**src/hdl/gamf_pkg.sv**
```systemverilog
// Shared types, codes and helpers for the global alignment matrix fill block.
// No dependencies; used by the top level, row buffer, cell and testbench.
`timescale 1ns / 1ps

package gamf_pkg;

    localparam int VALUE_W   = 32;
    localparam int WIDE_W    = 34;
    localparam int SCORE_W   = 16;
    localparam int PEN_W     = 15;
    localparam int COUNT_W   = 11;
    localparam int RUN_W     = 17;
    localparam int CFG_IDX_W = 2;

    localparam logic [1:0] MOVE_DIAG = 2'd0;
    localparam logic [1:0] MOVE_LEFT = 2'd1;
    localparam logic [1:0] MOVE_UP   = 2'd2;

    localparam logic [CFG_IDX_W-1:0] CFG_ROW_COUNT    = 2'd0;
    localparam logic [CFG_IDX_W-1:0] CFG_COLUMN_COUNT = 2'd1;
    localparam logic [CFG_IDX_W-1:0] CFG_EDGE_OPEN    = 2'd2;
    localparam logic [CFG_IDX_W-1:0] CFG_EDGE_EXTEND  = 2'd3;

    // One entry of the previous-row buffer
    typedef struct packed {
        logic [1:0]                move;
        logic signed [VALUE_W-1:0] value;
    } row_entry_t;

    // Everything the cell datapath needs besides stored state
    typedef struct packed {
        logic signed [SCORE_W-1:0] pair_score;
        logic [PEN_W-1:0]          open_penalty;
        logic [PEN_W-1:0]          extend_penalty;
        logic signed [VALUE_W-1:0] up_edge;
        logic signed [VALUE_W-1:0] left_edge;
        logic signed [VALUE_W-1:0] diag_edge;
        logic                      first_row;
        logic                      first_col;
        logic                      inner;
        logic                      last;
    } cell_req_t;

    // -(open + ext * run), saturated to 32 bits
    function automatic logic signed [VALUE_W-1:0] border_value(
        input logic [PEN_W-1:0] open,
        input logic [PEN_W-1:0] ext,
        input logic [RUN_W-1:0] run
    );
        logic [31:0] prod;
        logic [32:0] total;
        prod  = {17'b0, ext} * {15'b0, run};
        total = {1'b0, prod} + {18'b0, open};
        if (total > 33'h080000000) begin
            return 32'sh80000000;
        end
        return 32'(-total);
    endfunction

endpackage

```
**src/hdl/gamf_cell.sv**
```systemverilog
// Add-compare-select for one matrix cell.
// Depends on gamf_pkg for request/entry types and move codes.
`timescale 1ns / 1ps

module gamf_cell (
    input  gamf_pkg::cell_req_t  req,
    input  gamf_pkg::row_entry_t prev,
    input  logic signed [31:0]   left_value,
    input  logic [1:0]           left_move,
    input  logic signed [31:0]   diag_value,
    output logic signed [31:0]   value,
    output logic [1:0]           move,
    output logic signed [31:0]   up_value
);

    localparam logic signed [33:0] SAT_MAX = 34'sh0_7FFF_FFFF;
    localparam logic signed [33:0] SAT_MIN = -34'sh0_8000_0000;

    logic signed [31:0] up;
    logic signed [31:0] diag;
    logic signed [31:0] left;
    logic [14:0]        up_pen;
    logic [14:0]        left_pen;
    logic signed [33:0] from_diag;
    logic signed [33:0] from_left;
    logic signed [33:0] from_up;
    logic signed [33:0] best;

    assign up   = req.first_row ? req.up_edge : prev.value;
    assign diag = req.first_col ? (req.first_row ? 32'sd0 : req.diag_edge) : diag_value;
    assign left = req.first_col ? req.left_edge : left_value;

    // gap continuing the neighbor's own direction pays extension
    assign up_pen   = (req.inner && (prev.move == gamf_pkg::MOVE_UP))
                    ? req.extend_penalty : req.open_penalty;
    assign left_pen = (req.inner && (left_move == gamf_pkg::MOVE_LEFT))
                    ? req.extend_penalty : req.open_penalty;

    assign from_diag = 34'(diag) + 34'(req.pair_score);
    assign from_left = 34'(left) - $signed({19'b0, left_pen});
    assign from_up   = 34'(up) - $signed({19'b0, up_pen});

    // ties: diagonal, then left, then above
    always_comb
    begin
        best = from_diag;
        move = gamf_pkg::MOVE_DIAG;
        if (from_left > best)
        begin
            best = from_left;
            move = gamf_pkg::MOVE_LEFT;
        end
        if (from_up > best)
        begin
            best = from_up;
            move = gamf_pkg::MOVE_UP;
        end
    end

    always_comb
    begin
        if (best > SAT_MAX)
        begin
            value = 32'sh7FFFFFFF;
        end
        else if (best < SAT_MIN)
        begin
            value = 32'sh80000000;
        end
        else
        begin
            value = 32'(best);
        end
    end

    assign up_value = up;

endmodule

```
**config.mk**
```make
export PLATFORM = sky130hd
export DESIGN_NAME = gamf_cell
export DESIGN_NICKNAME = d
export VERILOG_FILES = /design/src/hdl/gamf_pkg.sv /design/src/hdl/gamf_cell.sv
export SDC_FILE = /design/constraint.sdc
export NUM_CORES = 1
export LEC_CHECK = 0
export BUFFER_PORTS_ARGS = -buffer_cell sky130_fd_sc_hd__clkbuf_2
export CORE_MARGIN = 2
export CORE_UTILIZATION = 52
export DETAILED_ROUTE_END_ITERATION = 10
export PLACE_DENSITY_LB_ADDON = 0.3
export SLEW_MARGIN = 5
export SYNTH_ARGS = -nofsm -noshare
export SYNTH_HDL_FRONTEND = slang
export SYNTH_SLANG_ARGS = --single-unit
```
**constraint.sdc**
```tcl
create_clock -name vclk -period 18.8
set_clock_uncertainty 0.2 [all_clocks]
set_input_delay 2.82 -clock vclk [all_inputs]
set_output_delay 2.82 -clock vclk [all_outputs]
set_load 0.02 [all_outputs]
```
==> impl_metrics.xml <==
<?xml version="1.0" encoding="UTF-8"?>
<metrics>
  <group name="status">
    <metric name="run_status" unit="">complete, no violations</metric>
  </group>
  <group name="routing">
    <metric name="detailroute.via_count" unit="">8969</metric>
    <metric name="post_drt_wl_per_cell" unit="um">14.6</metric>
    <metric name="number_of_nets_still_failing_antenna_checks_after_routing" unit="">0</metric>
    <metric name="wl" unit="um">23300</metric>
    <metric name="drt_iter0_markers" unit="">380</metric>
    <metric name="vias_per_cell" unit="">5.60</metric>
    <metric name="drc_errors" unit="">0</metric>
    <metric name="detailedRoute.firstPassIterationCount" unit="">5</metric>
  </group>
  <group name="setup_path">
    <metric name="crit_cells" unit="">36</metric>
    <metric name="worst_setup_path_end_kind" unit="">primary output</metric>
    <metric name="timing_worst_setup_path_type" unit="">in -&gt; out</metric>
    <metric name="critical_path.max_stage_delay" unit="ns">0.92</metric>
    <metric name="crit_fanout" unit="">41</metric>
    <metric name="crit_arrival" unit="ns">14.11</metric>
    <metric name="path_common_cell" unit="">sky130_fd_sc_hd__ha_1</metric>
    <metric name="timing.critical_path.required" unit="ns">15.78</metric>
    <metric name="critical_path.top_delay_family" unit="">compound AO/OA/AOI/OAI gates</metric>
    <metric name="critical_path_buf_inv_count" unit="">5</metric>
    <metric name="slowest_stage" unit="">sky130_fd_sc_hd__o31ai_4</metric>
    <metric name="setup.worst_path.start_class" unit="">input port</metric>
  </group>
  <group name="floorplan">
    <metric name="die_width" unit="um">128</metric>
    <metric name="die_h" unit="um">128</metric>
    <metric name="fp.coreArea" unit="um^2">15100</metric>
    <metric name="rows" unit="">45</metric>
    <metric name="initial_utilization" unit="%">53.0</metric>
    <metric name="design.die.area" unit="um^2">16400</metric>
    <metric name="boundaryPins" unit="">312</metric>
  </group>
  <group name="power_and_ir_drop">
    <metric name="power_frac_comb" unit="%">100.0</metric>
    <metric name="worst_ir_drop_vdd" unit="mV">0.118</metric>
    <metric name="power.share.sequential" unit="%">0</metric>
    <metric name="power.static_leakage" unit="nW">5.31</metric>
    <metric name="sw_share" unit="%">60.2</metric>
    <metric name="cellPowerDensity" unit="nW/um^2">82.2</metric>
    <metric name="power.total" unit="W">0.000794</metric>
    <metric name="power.share.clock" unit="%">0</metric>
    <metric name="psw" unit="W">0.000478</metric>
    <metric name="internal_power_component" unit="W">0.000316</metric>
  </group>
  <group name="global_route">
    <metric name="grt_use_total" unit="%">27.1</metric>
    <metric name="maximum_number_of_pins_on_one_net_before_global_route_repair" unit="">47</metric>
    <metric name="via_count_of_the_first_global_routing_pass" unit="">8246</metric>
    <metric name="grt-ovfl-total" unit="">0</metric>
    <metric name="grt_antenna_before_repair" unit="">0</metric>
    <metric name="first_pass_grt_wire_length" unit="um">37400</metric>
  </group>
  <group name="timing">
    <metric name="maxSlewHeadroom" unit="%">28.6</metric>
    <metric name="setup-tns-final" unit="ns">0</metric>
    <metric name="final_max_slew_viol_count" unit="">0</metric>
    <metric name="hold_viol_final" unit="">0</metric>
    <metric name="tightestPinTransition" unit="ns">1.07</metric>
    <metric name="setup_viol_count_final" unit="">0</metric>
    <metric name="final_period_minus_worst_setup_slack" unit="ns">17.13</metric>
    <metric name="rsz0062_at_grt" unit="">false</metric>
    <metric name="achievable-frequency" unit="MHz">58.4</metric>
    <metric name="period_share" unit="%">91.1</metric>
  </group>
  <group name="synthesis">
    <metric name="yosysSeqAreaShare" unit="%">0</metric>
    <metric name="synth.cell_area" unit="um^2">8000</metric>
    <metric name="yosys_warnings" unit="">0</metric>
    <metric name="avgSynthCellArea" unit="um^2">7.06</metric>
    <metric name="synthesis.instances" unit="">1132</metric>
    <metric name="synth.largest_area_cell" unit="">sky130_fd_sc_hd__ha_1</metric>
    <metric name="synthesis.nets" unit="">1508</metric>
    <metric name="ys_types" unit="">72</metric>
    <metric name="synth_top_cell_area_share" unit="%">19.9</metric>
    <metric name="post_synth_main_area_contributors" unit="">sky130_fd_sc_hd__ha_1 (20%), sky130_fd_sc_hd__mux2i_1 (11%), sky130_fd_sc_hd__mux2_2 (5.9%)</metric>
  </group>
  <group name="cells_and_area">
    <metric name="antenna_cells_inserted" unit="">0</metric>
    <metric name="utilization" unit="%">64.1</metric>
    <metric name="layout-drive-gt1-share" unit="%">28.0</metric>
    <metric name="nets" unit="">1791</metric>
    <metric name="syn2layout_area_growth" unit="%">20.9</metric>
    <metric name="n_fill_cell" unit="">1461</metric>
    <metric name="nClkBuffers" unit="">0</metric>
    <metric name="final-seq-area" unit="um^2">0</metric>
    <metric name="sequential_cell_total" unit="">0</metric>
  </group>
  <group name="placement">
    <metric name="dp_hpwl" unit="um">20700</metric>
    <metric name="numPortBuffers" unit="">311</metric>
    <metric name="final_weighted_congestion_in_routability_driven_placement" unit="">0.916</metric>
  </group>
  <group name="clock_network">
    <metric name="cts.hold.buffers_added" unit="">0</metric>
    <metric name="count_of_instances_resized_after_the_clock_tree_is_built" unit="">0</metric>
    <metric name="cts_setup_buffers" unit="">0</metric>
  </group>
  <group name="hold_path">
    <metric name="whs_path_depth" unit="">4</metric>
    <metric name="hold_path_class" unit="">in -&gt; out</metric>
  </group>
  <group name="run">
    <metric name="max_cap_check_violation_count" unit="">0</metric>
  </group>
</metrics>
-- per-layer routing --
| metal | vias to the layer above | wire length (um) | global-route usage (%) |
|---|---|---|---|
| met5 | - | 0 | 0 |
| met4 | 0 | 443 | 5.11 |
| met3 | 28 | 1220 | 1.21 |
| met2 | 283 | 11700 | 52.0 |
| met1 | 4006 | 9970 | 33.7 |
| li1 | 4652 | - | - |
-- cells by family after synthesis --
logic type,Yosys count,share of synthesized area (%)
simple gates,324,19.4
compound gates,291,22.8
fa+ha+maj,159,24.6
buf+inv,146,7.26
mux,129,16.8
xor+xnor,83,9.09
-- cell usage after synthesis (all sizes together) (3+ instances only) --
master  number
xnor2       54
nor4b        3
nand3       28
nand2       99
clkbuf      22
nor3b        3
a21oi       90
or2          5
nor2b       15
and3         7
xor2        29
a31oi        5
o31ai        7
fa           3
a21o        32
buf         14
o211ai      13
a31o         3
ha         127
maj3        29
nor4         6
o21ai       86
mux2        42
or3          5
a21boi       3
nor3        29
mux2i       87
a211oi      11
a211o        4
inv        110
nand3b       4
nor2        79
nand2b      19
o21a        10
nand4       15
o41ai        3
-- worst paths after layout --
check | from | to | slack, ns
worst max-delay path | left_move[1] | value[10] | 1.67
worst min-delay path | prev[0] | up_value[0] | 5.81
-- metrics by stage --
| stage | std cells | hold slack, ns | worst slack, ns | area [um^2] |
|---|---|---|---|---|
| final | 1601 | 5.81 | 1.67 | 9670 |
| after global routing | 1601 | 5.83 | 0.965 | 9670 |
| after CTS | 1601 | 5.81 | 1.77 | 9670 |
| after detailed placement | 1601 | 5.81 | 1.81 | 9670 |
| after global placement | 1601 | 5.80 | 2.03 | 9670 |
| after floorplan | 1132 | 5.64 | 3.38 | 8000 |
-- cell type report --
type                            instances  area (um^2)  area share [%]
Multi-Input combinational cell        986         7420            76.7
Tap cell                              188          235            2.43
Timing Repair Buffer                  317         1600            16.6
Inverter                              110          413            4.27
-- cells in the final DEF, fill, tap and decap left out, drive strengths merged, types with 3 or more instances in the layout --
cell type  instances
o21ai             86
a211o              4
a21o              32
o31ai              7
nor4b              3
and3               7
a31oi              5
nand3             28
nor2              79
clkbuf           310
buf                7
a31o               3
nand3b             4
nand2             99
a21oi             90
a21boi             3
fa                 3
inv              110
nor3b              3
nand2b            19
maj3              29
nor2b             15
xnor2             54
or3                5
mux2              42
o41ai              3
or2                5
xor2              29
mux2i             87
nor4               6
o21a              10
nor3              29
a211oi            11
ha               127
o211ai            13
nand4             15
-- power groups by stage --
stage               clock (W)  combinational, W  sequential, W
global placement            0          0.000775              0
global route                0          0.000876              0
floorplan                   0          0.000588              0
finish                      0          0.000794              0
detailed placement          0          0.000788              0
CTS                         0          0.000793              0
No activity file was read; power rests on OpenSTA's default activity.
